--- config.mk ---
export PLATFORM = sky130hd
export DESIGN_NAME = bfr_lane
export DESIGN_NICKNAME = d
export VERILOG_FILES = /design/src/hdl/bfr_pkg.sv /design/src/hdl/bfr_lane.sv
export SDC_FILE = /design/constraint.sdc
export NUM_CORES = 1
export LEC_CHECK = 0
export ABC_AREA = 1
export ABC_CLOCK_PERIOD_IN_PS = 15200
export BUFFER_PORTS_ARGS = -buffer_cell sky130_fd_sc_hd__buf_4
export CORE_MARGIN = 5
export CORE_UTILIZATION = 50
export CTS_CLUSTER_SIZE = 30
export DETAILED_ROUTE_END_ITERATION = 8
export PLACE_DENSITY_LB_ADDON = 0.15
export SLEW_MARGIN = 20
export SYNTH_ARGS = -nofsm -noshare
export SYNTH_HDL_FRONTEND = slang
export SYNTH_SLANG_ARGS = --single-unit
--- constraint.sdc ---
create_clock -name clock -period 15.2 [get_ports clock]
set_clock_uncertainty 0.1 [all_clocks]
set_input_delay 0.76 -clock clock [delete_from_list [all_inputs] [get_ports clock]]
set_output_delay 0.76 -clock clock [all_outputs]
set_load 0.02 [all_outputs]
--- src/hdl/bfr_pkg.sv ---
// Shared types and constants for the 5x5 replicate-border box filter.
package bfr_pkg;

   localparam int MAX_WIDTH   = 2048;
   localparam int MAX_HEIGHT  = 4096;
   localparam int HALF_WINDOW = 2;
   localparam int SPAN        = 2 * HALF_WINDOW + 1;
   localparam int LROWS       = 2 * HALF_WINDOW;
   localparam int ADDR_W      = $clog2(MAX_WIDTH);
   localparam int NCHAN       = 3;
   localparam int NSLOT       = HALF_WINDOW + 1;
   localparam int SUM_W       = 13;
   localparam int RECIP       = 5243;
   localparam int RECIP_SHIFT = 17;
   localparam int OQ_DEPTH    = 8;
   localparam int OQ_PTR_W    = $clog2(OQ_DEPTH);

   localparam logic [1:0] CSR_IMAGE_WIDTH  = 2'd0;
   localparam logic [1:0] CSR_IMAGE_HEIGHT = 2'd1;
   localparam logic [1:0] CSR_COLOR_MODE   = 2'd2;

   typedef logic [23:0] pix_type;
   typedef logic [SPAN-1:0][23:0] pix_col_type;
   typedef logic [SUM_W-1:0] sum_type;

   typedef struct packed {
      logic       action;
      logic [7:0] chan0;
      logic [7:0] chan1;
      logic [7:0] chan2;
   } req_type;

   typedef struct packed {
      logic [7:0] mean0;
      logic [7:0] mean1;
      logic [7:0] mean2;
      logic       run_last;
      logic       frame_end;
   } rsp_type;

   typedef struct packed {
      logic       fresh;
      logic [1:0] s_lo;
   } lane_ctl_type;

   typedef struct packed {
      logic [NSLOT-1:0][23:0] means;
      logic [1:0]             n;
      logic                   fe;
   } grp_type;

endpackage

--- src/hdl/bfr_lane.sv ---
// One channel lane: column sums of the window, 25-sample totals and divide by 25.
module bfr_lane (
   input  logic                          clock,
   input  logic                          reset,
   input  logic                          b_valid,
   input  bfr_pkg::lane_ctl_type         b_ctl,
   input  logic [bfr_pkg::SPAN-1:0][7:0] b_samples,
   output logic [bfr_pkg::NSLOT-1:0][7:0] d_means
);
   import bfr_pkg::*;

   sum_type                 cs_ff [LROWS];
   sum_type                 vs;
   sum_type                 t0, t1, t2;
   sum_type                 slot_in [NSLOT];
   sum_type                 slot_ff [NSLOT];
   logic [2*SUM_W-1:0]      prod [NSLOT];
   logic [NSLOT-1:0][7:0]   means_ff;

   always_comb begin
      vs = '0;
      for (int k = 0; k < SPAN; k++) begin
         vs = vs + sum_type'(b_samples[k]);
      end
      if (b_ctl.fresh) begin
         t0 = sum_type'(vs * 3'd5);
         t1 = t0;
         t2 = t0;
      end else begin
         t0 = cs_ff[0] + cs_ff[1] + cs_ff[2] + cs_ff[3] + vs;
         t1 = cs_ff[1] + cs_ff[2] + cs_ff[3] + sum_type'(vs * 2'd2);
         t2 = cs_ff[2] + cs_ff[3] + sum_type'(vs * 2'd3);
      end
      case (b_ctl.s_lo)
         2'd0: begin
            slot_in[0] = t0; slot_in[1] = t1; slot_in[2] = t2;
         end
         2'd1: begin
            slot_in[0] = t1; slot_in[1] = t2; slot_in[2] = t2;
         end
         default: begin
            slot_in[0] = t2; slot_in[1] = t2; slot_in[2] = t2;
         end
      endcase
      for (int i = 0; i < NSLOT; i++) begin
         prod[i] = slot_ff[i] * sum_type'(RECIP);
      end
   end

   always_ff @(posedge clock) begin
      if (reset) begin
         for (int i = 0; i < LROWS; i++) begin
            cs_ff[i] <= '0;
         end
      end else if (b_valid) begin
         if (b_ctl.fresh) begin
            for (int i = 0; i < LROWS; i++) begin
               cs_ff[i] <= vs;
            end
         end else begin
            for (int i = 0; i < LROWS-1; i++) begin
               cs_ff[i] <= cs_ff[i+1];
            end
            cs_ff[LROWS-1] <= vs;
         end
      end
      for (int i = 0; i < NSLOT; i++) begin
         slot_ff[i]  <= slot_in[i];
         means_ff[i] <= prod[i][RECIP_SHIFT +: 8];
      end
   end

   assign d_means = means_ff;

endmodule

# ---- Word-level counts from Yosys, hierarchy flattened
# Memories as Yosys holds them, arrays and structs flattened.
# Cells that the tools add are included.
dict set report totals {
  reg_bits 24
  ram_bits 91
  out_inout_bits 24
  mem_count 2
}
# name depth width rd rd_ports_with_merged_regs wr line
set mem_list {}
lappend mem_list {cs_ff 4 13 4 0 4 bfr_lane.sv:12} ;# sum_type cs_ff [LROWS];
lappend mem_list {slot_ff 3 13 3 0 3 bfr_lane.sv:16} ;# sum_type slot_ff [NSLOT];
dict set report op_classes {
  n_addsub 13
  multipliers 5
  eq_ne 1
  mux 22
  bitwise 8
  reduce_logical 1
}
# operator count
set ops {}
lappend ops {{2-to-1 mux 13 bit} 11}
lappend ops {{adder 13 bit} 8}
lappend ops {{one-hot mux 39 bit (2 select lines)} 1}
lappend ops {{multiplier 13 x 13 -> 25 bit (second input constant)} 3}
lappend ops {{adder 13 x 12 -> 13 bit} 1}
lappend ops {{multiplier 12 x 2 -> 13 bit (second input constant)} 1}
lappend ops {{multiplier 12 x 3 -> 13 bit (second input constant)} 1}
lappend ops {{adder 11 x 8 -> 12 bit} 1}
lappend ops {{adder 10 x 8 -> 11 bit} 1}
lappend ops {{adder 9 x 8 -> 10 bit} 1}
lappend ops {{2-to-1 mux 1 bit} 10}
lappend ops {{adder 8 x 8 -> 9 bit} 1}
lappend ops {{OR 1 bit} 8}
lappend ops {{equality test 2 x 1 -> 1 bit (second input constant)} 1}
lappend ops {{zero test 2 bit} 1}

# ---- Longest topological paths before layout
dict set report depth {
  word_depth 8
  ltp_mapped 32
  depth_no_buf 32
}

# ---- Least setup slack after synthesis
# Ideal clock, no wire load.
dict set report synth_timing {
  kind {input port to flip-flop}
  from {in b_samples[1] (netlist bit)}
  to {mem slot_ff[0][8] (netlist bit)}
  arrival_time_ns 6.325
  t_required_ns 14.980
  path_slack_ns 8.655
  stages 26
  path_cell_list {inv_1 -> fa_1 -> fa_1 -> fa_1 -> inv_1 -> ha_1 -> fa_1 -> nand3_1 -> nand2_1 -> a21oi_2 -> xor2_1 -> inv_2 -> fa_1 -> fa_1 -> inv_1 -> fa_1 -> inv_1 -> ha_1 -> a21oi_1 -> nand2_1 -> a21oi_1 -> nor2_1 -> nor2_1 -> nand2_1 -> nand3_1 -> nand3_1}
}
# element line
set synth_rtl {}
lappend synth_rtl {{start, declared} bfr_lane.sv:7} ;# input logic [bfr_pkg::SPAN-1:0][7:0] b_samples,
lappend synth_rtl {{end, declared} bfr_lane.sv:16}

==> metrics.txt <==
antenna cell count=0; post-synthesis sequential area ratio=13.3%; input/output buffers=69; share of cells above drive strength 1=5.02%; number of flops mapped to enable cells by yosys=44; RSZ-0062 raised after global routing=no; post-route minimum period=6.72 ns; area grow syn2layout=7.26%; Max stage delay on crit path=0.55 ns; Most common cell on crit path=fa_1; Slew Viols, Final=0; Worst EP arrival=6.89 ns; beginning of the worst hold path=cs_ff[3][8]; met2 Resource Use GR=39.4%; #FFs+latches synth=107; CP required=15.37 ns; DP Wirelength=40100 um; Netlist cell types=47; CTS tree=done; GR Util met1=28.9%; Worst slew margin=31.5%; Final Hold Viols=0; Clk pin slew, worst setup/hold paths=0.07 ns; first drt pass iteration count=5; Core Region=0.0386 sq mm; CTS sink cnt=107; H-tree depth=3; initial antenna violation count=0; Post-Synthesis Cells=2379; Syn. warnings=0; ys flop type=dfxtp_1; chip height=207 um; outcome=completed; Inserted Clock Buffers=9; drt drc=0; worst slew pin tran=1.02 ns; Hold WS=0.465 ns; DR WL/cell=15.4 um; Placed Area=0.0205 sq mm; maxcap violations=0; synthesized cell area=0.0194 sq mm; critical path type=in2reg; endpoints failing setup=0; die area=0.0429 sq mm; Setup crit start=b_samples[1]; Max Clock Freq=149 MHz; hold buffers post-CTS=0; DRT Wirelength=45800 um; Startpoint Class=primary input; r2r startpoint=slot_ff[0][25]; Final ANT Viol Nets=0; busiest layer in global routing=met2; Worst path slowest cell=fa_1; vias=14900; fin crit share=44.2%; FP Rows=72; vias in the first global route=15800; Mean Syn Cell Area=8.16 sq um; setup_tns=0 ns; FILL cells=3783; clock buffer depth=2; IO Pins=70; gr ovfl total=0; largest net degree at the start of global routing=38; Setup Fix Bufs, Post-CTS=0; worst skew pair latency=0.38 ns; CP max FO=5; Post-layout nets=3096; starting DRC count in detailed routing=901; Placer Congestion=0.932; met3 usage=2.36%; design area=0.0208 sq mm; CTS root buffer=clkbuf_16; first-pass GRT wire length=78000 um; Crit. End Element=register; Mapped Nets=3030; Total Routing Usage GR=22.1%; routed vias/inst=5.03; HP Class=reg2reg; die width=207 um; Async SR Flop Fraction=0%; PostCTS Resize Cnt=0; Initial Utilization=50.4%
==> kinds of logic (layout without fill, tap and decap cells) <==
family,after synthesis,count (layout),share of synthesized area (%)
flip-flops,107,107,13.3
adder cells (fa/ha/maj),605,605,49.3
buffers and inverters,691,762,13.4
XOR/XNOR,40,40,1.88
AO/OA/AOI/OAI,211,211,6.25
AND/OR/NAND/NOR,725,725,15.8
==> state kept, by name (all words and copies together) (netlist names) <==
signal and cells:
d_means 24, cs_ff 44, slot_ff 39
==> cell type report <==
class / instances / area, sq um / share of cell area (%)
clock inverters: 7 / 80.1 / 0.385
clock buffers: 9 / 225 / 1.08
inverters: 676 / 2540 / 12.2
repair buffers: 70 / 526 / 2.52
multi-input cells: 1581 / 14200 / 68.3
flip-flops and latches: 107 / 2580 / 12.4
well taps: 518 / 648 / 3.11
==> synthesized netlist by cell type, drive strengths merged (3+ instances only) <==
cell    number  area [sq um]
nand3      144           746
xnor2       14           123
o211ai       9          67.6
edfxtp      44          1320
nor2       148           566
xor2        26           243
a21boi       6          48.8
fa         267          5350
a21oi       97           497
buf          6          38.8
nand2      383          1450
inv        674          2530
nor3        11          60.1
o21bai      11          86.3
dfxtp       63          1260
o21ai       65           344
ha         338          4230
nand4       25           156
and2         6          40.0
or2          6          37.5
a21o        14           105
o21a         3          22.5
clkbuf       9          33.8
==> through the flow <==
step / utilization, % / worst slack [ns] / instances
floorplan: - / 8.66 / 2379
global placement: 53.2 / 8.16 / 2952
detailed placement: 53.2 / 8.08 / 2952
CTS: 54.0 / 8.47 / 2968
global route: 54.0 / 8.12 / 2968
finish: 54.0 / 8.48 / 2968
==> critical path, delay by kind of cell <==
family,cells,cell delay [ns]
xor+xnor,1,0.41
simple gates,9,0.83
buf+inv,6,0.43
compound gates,2,0.40
fa+ha+maj,9,4.05
==> worst paths after layout <==
path | cells past startpoint | slack, ns | end
setup / recovery | 27 | 8.48 | slot_ff[0][12]
setup reg to reg | 17 | 10.58 | d_means[15]
hold / removal | 2 | 0.46 | cs_ff[2][8]
hold reg to reg | 2 | 0.46 | cs_ff[2][8]
==> cells in the final DEF, fill, tap and decap left out, drive strengths merged, types with 3 or more instances in the layout <==
master / n
buf: 70
xnor2: 14
o21bai: 11
clkbuf: 9
a21o: 14
a21boi: 6
and2: 6
nand3: 144
nor3: 11
o21ai: 65
nor2: 148
or2: 6
o21a: 3
fa: 267
o211ai: 9
a21oi: 97
ha: 338
inv: 678
xor2: 26
clkinv: 4
dfxtp: 63
nand2: 383
edfxtp: 44
nand4: 25
==> metal layers <==
layer  wire, um  vias up
met3       1490       52
met1      20700     7205
li1           -     7429
met4        903        0
met2      22700      248
met5          0        -
Power is left out: the tool's default activity adds up to more than one toggle a clock period on the data nets, which glitch-free logic cannot reach.
