`config.mk`:
```
export PLATFORM = sky130hd
export DESIGN_NAME = bfr_outq
export DESIGN_NICKNAME = d
export VERILOG_FILES = /design/src/hdl/bfr_pkg.sv /design/src/hdl/bfr_outq.sv
export SDC_FILE = /design/constraint.sdc
export NUM_CORES = 1
export LEC_CHECK = 0
export CELL_PAD_IN_SITES_DETAIL_PLACEMENT = 0
export CELL_PAD_IN_SITES_GLOBAL_PLACEMENT = 1
export CORE_UTILIZATION = 48
export CTS_CLUSTER_DIAMETER = 50
export DETAILED_ROUTE_END_ITERATION = 8
export DONT_BUFFER_PORTS = 1
export GPL_ROUTABILITY_DRIVEN = 0
export PLACE_DENSITY_LB_ADDON = 0.1
export SLEW_MARGIN = 20
export SYNTH_ARGS = -nofsm -noshare
export SYNTH_HDL_FRONTEND = slang
export SYNTH_SLANG_ARGS = --single-unit
```
`constraint.sdc`:
```
create_clock -name clock -period 8.4 [get_ports clock]
set_input_delay 0.84 -clock clock [delete_from_list [all_inputs] [get_ports clock]]
set_output_delay 0.84 -clock clock [all_outputs]
set_load 0.1 [all_outputs]
```
`src/hdl/bfr_pkg.sv`:
```
// Shared types and constants for the 5x5 replicate-border box filter.
package bfr_pkg;

   localparam int MAX_WIDTH   = 2048;
   localparam int MAX_HEIGHT  = 4096;
   localparam int HALF_WINDOW = 2;
   localparam int SPAN        = 2 * HALF_WINDOW + 1;
   localparam int LROWS       = 2 * HALF_WINDOW;
   localparam int ADDR_W      = $clog2(MAX_WIDTH);
   localparam int NCHAN       = 3;
   localparam int NSLOT       = HALF_WINDOW + 1;
   localparam int SUM_W       = 13;
   localparam int RECIP       = 5243;
   localparam int RECIP_SHIFT = 17;
   localparam int OQ_DEPTH    = 8;
   localparam int OQ_PTR_W    = $clog2(OQ_DEPTH);

   localparam logic [1:0] CSR_IMAGE_WIDTH  = 2'd0;
   localparam logic [1:0] CSR_IMAGE_HEIGHT = 2'd1;
   localparam logic [1:0] CSR_COLOR_MODE   = 2'd2;

   typedef logic [23:0] pix_type;
   typedef logic [SPAN-1:0][23:0] pix_col_type;
   typedef logic [SUM_W-1:0] sum_type;

   typedef struct packed {
      logic       action;
      logic [7:0] chan0;
      logic [7:0] chan1;
      logic [7:0] chan2;
   } req_type;

   typedef struct packed {
      logic [7:0] mean0;
      logic [7:0] mean1;
      logic [7:0] mean2;
      logic       run_last;
      logic       frame_end;
   } rsp_type;

   typedef struct packed {
      logic       fresh;
      logic [1:0] s_lo;
   } lane_ctl_type;

   typedef struct packed {
      logic [NSLOT-1:0][23:0] means;
      logic [1:0]             n;
      logic                   fe;
   } grp_type;

endpackage

```
`src/hdl/bfr_outq.sv`:
```
// Result queue and output register; sends group results one per cycle unless stalled.
module bfr_outq (
   input  logic                        clock,
   input  logic                        reset,
   input  logic                        push,
   input  bfr_pkg::grp_type            push_grp,
   output logic [bfr_pkg::OQ_PTR_W:0]  count,
   output logic                        rsp_valid,
   input  logic                        rsp_stall,
   output bfr_pkg::rsp_type            rsp_data
);
   import bfr_pkg::*;

   grp_type               grp_ff [OQ_DEPTH];
   logic [OQ_PTR_W-1:0]   wr_ff, rd_ff;
   logic [OQ_PTR_W:0]     count_ff;
   logic [1:0]            idx_ff;
   logic                  valid_ff;
   rsp_type               out_ff;
   grp_type               head;
   logic                  load, is_last, pop;
   pix_type               px;

   always_comb begin
      head    = grp_ff[rd_ff];
      load    = (count_ff != '0) && (!valid_ff || !rsp_stall);
      is_last = (idx_ff == head.n - 2'd1);
      pop     = load && is_last;
      px      = head.means[idx_ff];
   end

   always_ff @(posedge clock) begin
      if (push) begin
         grp_ff[wr_ff] <= push_grp;
      end
      if (load) begin
         out_ff.mean0     <= px[7:0];
         out_ff.mean1     <= px[15:8];
         out_ff.mean2     <= px[23:16];
         out_ff.run_last  <= is_last;
         out_ff.frame_end <= is_last && head.fe;
      end
      if (reset) begin
         wr_ff    <= '0;
         rd_ff    <= '0;
         count_ff <= '0;
         idx_ff   <= '0;
         valid_ff <= 1'b0;
      end else begin
         if (push) begin
            wr_ff <= wr_ff + 1'b1;
         end
         if (pop) begin
            rd_ff  <= rd_ff + 1'b1;
            idx_ff <= '0;
         end else if (load) begin
            idx_ff <= idx_ff + 2'd1;
         end
         count_ff <= count_ff + (OQ_PTR_W+1)'(push) - (OQ_PTR_W+1)'(pop);
         if (load) begin
            valid_ff <= 1'b1;
         end else if (!rsp_stall) begin
            valid_ff <= 1'b0;
         end
      end
   end

   assign count     = count_ff;
   assign rsp_valid = valid_ff;
   assign rsp_data  = out_ff;

endmodule
```
## Word-level counts from Yosys, hierarchy flattened

Memories as Yosys holds them, arrays and structs flattened. A register that Yosys moved wholly into a read port is not among the register bits.
Cells that the tools add are included.

- Add/subtract/negate cells: 6
- Multiply operators: 0
- Div/mod/pow operators: 0
- Magnitude comparators: 1
- Eq/ne operators: 2
- Shifts and indexed selects: 0
- Multiplexer cells: 8
- Bitwise logic cells: 0
- Reduce and logical (&&, ||, !) cells: 8

Operators by type and width:

| kind | number |
|---|---|
| $bmux 24 s2 | 1 |
| $mux 24 | 1 |
| $add 3x1->3 const B | 2 |
| $mux 3 | 2 |
| $add 4x1->4 | 1 |
| $mux 1 | 4 |
| $reduce_bool 4->1 | 1 |
| $sub 4x1->4 | 1 |
| $logic_and 1x1->1 | 3 |
| $lt 2x3->1 const B | 1 |
| $add 2x1->2 const B | 1 |
| $eq 2x2->1 | 1 |
| $logic_not 1->1 | 2 |
| $ne 2x1->1 const B | 1 |
| $reduce_or 2->1 | 1 |
| $sub 2x1->2 const B | 1 |
| $logic_or 1x1->1 | 1 |

- Register bits: 39
- Latch bits: 0
- Bits in writable memories: 600
- Memory bits (read-only): 0
- Input port bits: 79
- Word-level logic and storage cells: 36
- Memories: 1

Memories:

| memory | depth | bits a word | rd ports | clocked after memory_dff | write ports | RTL line | source |
|---|---|---|---|---|---|---|---|
| grp_ff | 8 | 75 | 1 | 1 | 1 | bfr_outq.sv:14 | `grp_type grp_ff [OQ_DEPTH];` |

## Longest topological paths before layout

- Word-level depth: 6
- Mapped depth: 15
- Gate-level depth less buffers: 15

## Worst setup path after synthesis

OpenSTA, ideal clock, no wires.

- Path kind: in2reg
- Start: input push
- End: memory grp_ff[0][0] (netlist bit) (enable)
- Setup time: 0.600 ns
- Data arrival time: 6.022 ns
- Slack: 1.777 ns
- Stages: 2
- Path buffers: 0
- Path through: nand2b_1 -> nor3_1

- Cells in the longest elaborated chain, start to end: 2

Ends and longest elaborated chain:

| item | RTL line | source |
|---|---|---|
| start, declared | bfr_outq.sv:5 | `input logic push,` |
| $mux 1 | bfr_outq.sv:33 | `if (push) begin` |
| $mux 1 (not written as such) | bfr_outq.sv:34 | `grp_ff[wr_ff] <= push_grp;` |
| end, declared | bfr_outq.sv:14 |  |

No other way between the ends.

## Worst setup path after layout

- Start: register count_ff[2], in the netlist count[2]
- End: register count_ff[2], in the netlist count[2]

- Cells in the longest elaborated chain, start to end: 4
- Elaborated cells on any way between the ends: 5

Ends and longest elaborated chain:

| item | RTL line | source |
|---|---|---|
| start, declared | bfr_outq.sv:16 | `logic [OQ_PTR_W:0] count_ff;` |
| start signal, assigned | bfr_outq.sv:59 | `count_ff <= count_ff + (OQ_PTR_W+1)'(push) - (OQ_PTR_W+1)'(pop);` |
| $reduce_bool 4->1 | bfr_outq.sv:26 | `load = (count_ff != '0) && (!valid_ff \|\| !rsp_stall);` |
| $logic_and 1x1->1 | bfr_outq.sv:26 |  |
| $logic_and 1x1->1 | bfr_outq.sv:28 | `pop = load && is_last;` |
| net pop | bfr_outq.sv:21 | `logic load, is_last, pop;` |
| $sub 4x1->4 | bfr_outq.sv:59 |  |

The timed path passes the listed nets, and every way through them passes these cells.
A chain may end at the register's enable or synchronous reset.

==> results.md <==
- For the worst setup path, the data required time is 8890 ps.
- In this run, synthesis inferred 626 flip-flops with an integrated enable.
- At the later pin of the worst-skew pair, clock insertion delay measures 610 ps.
- Once the clock tree was built, the setup fixing pass inserted 0 buffers.
- The first detailed-routing pass ran for 5 iterations.
- IR analysis of the VDD net gives a maximum drop of 0.2384 mV.
- Clock tree synthesis inserted a total of 71 buffers.
- The post-route antenna net violation count is 0.
- The switching power is 2.602 mW.
- In the routed layout, each cell is associated on average with a via count of 5.826.
- The final-stage net count is 1211.
- The share of the clock period used by the worst path after layout is 42.85%.
- Detailed routing inserted a total of 10795 vias.
- The number of fillers in the final layout is 3734.
- Max-cap violations in this run came to 0.
- The power per unit of standard cell area is 321.4 nW/um2.
- Setup violations remaining at the end of the flow were counted as 0.
- Static timing analysis puts the maximum clock frequency at 0.2778 GHz.
- The number of DRC violations after detailed routing is 0.
- The share of flip-flops with an asynchronous set or reset after synthesis is 0%.
- The count of distinct cell types in the synthesized netlist is 35.
- The number of antenna violations at the first check in global routing is 1.
- For this design the static power due to leakage is 8.441 nW.
- The maximum number of pins on one net before global-route repair is 95.
- At the worst endpoint, the arrival time is 4090 ps.
- The clock tree from TritonCTS is yes.
- The worst-case clock skew is 20.64 ps.
- The cell row count is 82.
- The largest driver fanout on the critical path is 6.
- The area used by sequential logic in the layout is 19130 um2.
- The final count of pins violating max slew is 0.
- The root buffer selected by CTS is sky130_fd_sc_hd__clkbuf_16.
- The net count after synthesis is 1167.
- Sequential elements use 78.18% of the synthesized area.
- After global routing the overflow that remains totals 0.
- Wires add up to 53710 um.
- The initial core utilization is 48.74%.
- The clock-pin slew reported for the worst setup and hold paths after clock tree synthesis is 60 ps.
- The average wire length per cell after detail routing is 28.98 um.
- Setup repair after global routing left no endpoint under its margin.
- The worst path meets setup with 4801 ps of slack.
- The floorplan die area is 51850 um2.
- The most used flip-flop cell after synthesis is sky130_fd_sc_hd__edfxtp_1.
- The worst setup path is launched from a register.
- The hold violation count in the final report came to 0.
- Detailed placement finished with a half-perimeter wire length of 29400 um.
- The post-synthesis cell count is 1080.
- The flow ran to the end, and the final reports show no timing, DRC or antenna violations.
- On the worst path, the slowest cell contributes a delay of 960 ps.
- The number of H-tree levels is 3.
- The sequential fraction of design power is 49.0%.
- In this run the horizontal extent of the chip is 227.7 um.
- The first-pass GRT wire length is 78690 um.
- The most repeated library cell on the critical path is sky130_fd_sc_hd__inv_1.
- The sink count of the clock tree is 642.
- On the critical path, the stage with the largest delay is an instance of sky130_fd_sc_hd__dfxtp_1.
- The total global-route track usage is 21.32%.
- Prior to clock tree synthesis, the placed netlist has a worst setup slack of 4715 ps.
- The area added between synthesis and finish is 13.48%.
- The overall power is 8.920 mW.
- The number of warning messages in the yosys log is 0.
- The transition time at the pin with the least slew margin is 1127 ps.
- The type of the most critical hold path is input port to register.
- The final critical delay including setup and external delays is 3599 ps.
- The worst path buffer plus inverter count is 4.
- The switching portion of total power is 29.17%.
- The via count of the first global-routing pass is 11381.
- After the first detailed-routing iteration, the DRC count stood at 864.
- The total area of multi-input combinational cells is 5106 um2.
- Cells with a size suffix above 1 make up 27.18% of the layout.
- The clock power share is 35.8%.
- The count of buffers added on input and output ports is 0.
- Per report_power, the combinational group accounts for 15.2% of the total.
- 0 antenna diodes ended up in the layout.
- Adding up every negative setup slack in the final design gives 0 ps.
- The type of the worst setup path is register to register.
- Among cell families on the critical path, the largest total delay comes from adder cells.
- Gates resized during post-CTS repair numbered 0.
- A synthesized cell averages 22.64 um2.
- The post-synthesis sequential element count is 642.
- The number of hold buffers added after cts is 0.
- The remaining max-slew budget at the tightest pin is 25.00%.
- The post-synth design cell area is 24450 um2.
- The core area is 50170 um2.
- The signal on the critical path passes through inv_1, ha_1, nor3b_1, nand2b_1, nor3_1, mux2i_4, inv_1, ha_1, inv_1, ha_1, inv_1, fa_1, xor2_1, nor2_1.
- The number of buffers on the longest clock path is 3.
- In this run the count of I/O pins placed on the die edge is 110.
- The worst setup path is captured at a register.
- The die is 227.7 um tall.
- The internal power contribution is 6.319 mW.
-- logic make-up after synthesis --
group / Yosys count / synth area share (%)
AOI/OAI and AO/OA: 58 / 1.356
buffers and inverters: 65 / 1.177
and+or+nand+nor: 65 / 1.182
adders and majority gates: 8 / 0.4400
DFF: 642 / 78.18
xor gates and xnor gates: 6 / 0.2456
muxes: 236 / 17.42
-- flip-flops by register name, summed over array words and instances, names as in the netlist, named ones only --
register / cells
grp_ff: 600
rsp_data: 26
count: 4
rd_ff: 3
wr_ff: 3
idx_ff: 2
rsp_valid: 1
-- layout by cell type, fill, tap and decap left out, types with 5 or more instances in the layout --
| cell | Yosys | routed |
|---|---|---|
| sky130_fd_sc_hd__o21ai_0 | 25 | 25 |
| sky130_fd_sc_hd__bufinv_16 | 0 | 10 |
| sky130_fd_sc_hd__clkinv_1 | 0 | 13 |
| sky130_fd_sc_hd__inv_6 | 0 | 7 |
| sky130_fd_sc_hd__inv_1 | 10 | 10 |
| sky130_fd_sc_hd__ha_1 | 7 | 7 |
| sky130_fd_sc_hd__edfxtp_1 | 626 | 626 |
| sky130_fd_sc_hd__mux2_2 | 24 | 24 |
| sky130_fd_sc_hd__clkbuf_16 | 0 | 75 |
| sky130_fd_sc_hd__nor2_4 | 0 | 6 |
| sky130_fd_sc_hd__buf_4 | 0 | 24 |
| sky130_fd_sc_hd__a21oi_1 | 5 | 5 |
| sky130_fd_sc_hd__dfxtp_1 | 16 | 12 |
| sky130_fd_sc_hd__mux2i_1 | 60 | 60 |
| sky130_fd_sc_hd__nand2b_1 | 7 | 6 |
| sky130_fd_sc_hd__nand2_1 | 30 | 30 |
| sky130_fd_sc_hd__nor2_1 | 16 | 10 |
| sky130_fd_sc_hd__clkinv_2 | 0 | 10 |
| sky130_fd_sc_hd__clkbuf_1 | 24 | 10 |
| sky130_fd_sc_hd__o22ai_1 | 24 | 24 |
| sky130_fd_sc_hd__mux4_2 | 148 | 148 |
-- power groups by stage --
stage                     Combinational, mW  Sequential, mW  Clock (mW)
after floorplan                        1.03            4.39           0
after global placement                 1.36            4.47           0
after detailed placement               1.36            4.47           0
after CTS                              1.36            4.41        3.26
after global routing                   1.47            4.39        3.37
final                                  1.36            4.37        3.19
-- area by class of cell --
class / instances / share of cell area [%]
tap: 672 / 3.030
sequential: 642 / 68.94
timing repair buffer: 26 / 0.7935
inverter: 10 / 0.1353
clock buffer: 85 / 6.898
clock inverter: 45 / 1.804
multi-input combinational: 373 / 18.40
-- routing by layer --
layer	routed length [um]	global-route usage [%]	part of all wire (%)
met5	0	0	0
met4	1379	6.926	2.6
met3	3805	5.950	7.1
met2	26200	34.14	49
met1	22330	28.40	42
-- synth_stat cells (all sizes together), types with 5 or more instances --
library cell / number / area share, %
clkbuf: 24 / 0.37
nor2: 16 / 0.25
nand2b: 7 / 0.18
mux2i: 61 / 2.5
inv: 10 / 0.15
a21oi: 5 / 0.10
edfxtp: 626 / 77
o21ai: 25 / 0.51
ha: 7 / 0.36
dfxtp: 16 / 1.3
nand2: 30 / 0.46
buf: 31 / 0.65
mux2: 27 / 1.2
mux4: 148 / 14
o22ai: 24 / 0.61
-- final timing paths --
| path | slack (ps) | to | cells past startpoint | startpoint |
|---|---|---|---|---|
| min reg2reg | 550 | register | 2 | rd_ff[1] |
| max reg2reg | 4800 | count[2] | 14 | count[2] |
| min | 310 | idx_ff[0] | 1 | reset |
| max | 4800 | count[2] | 14 | count[2] |
-- metrics by stage --
step	std cells	utilization (%)	area, um2	hold WS [ps]
after floorplan	1080	-	24450	470.9
final	1853	55.31	27750	308.8
after CTS	1852	55.27	27730	277.8
after global routing	1853	55.31	27750	285.2
after global placement	1722	50.45	25310	517.4
after detailed placement	1722	50.46	25320	553.5
(Power assumes the default switching activity.)
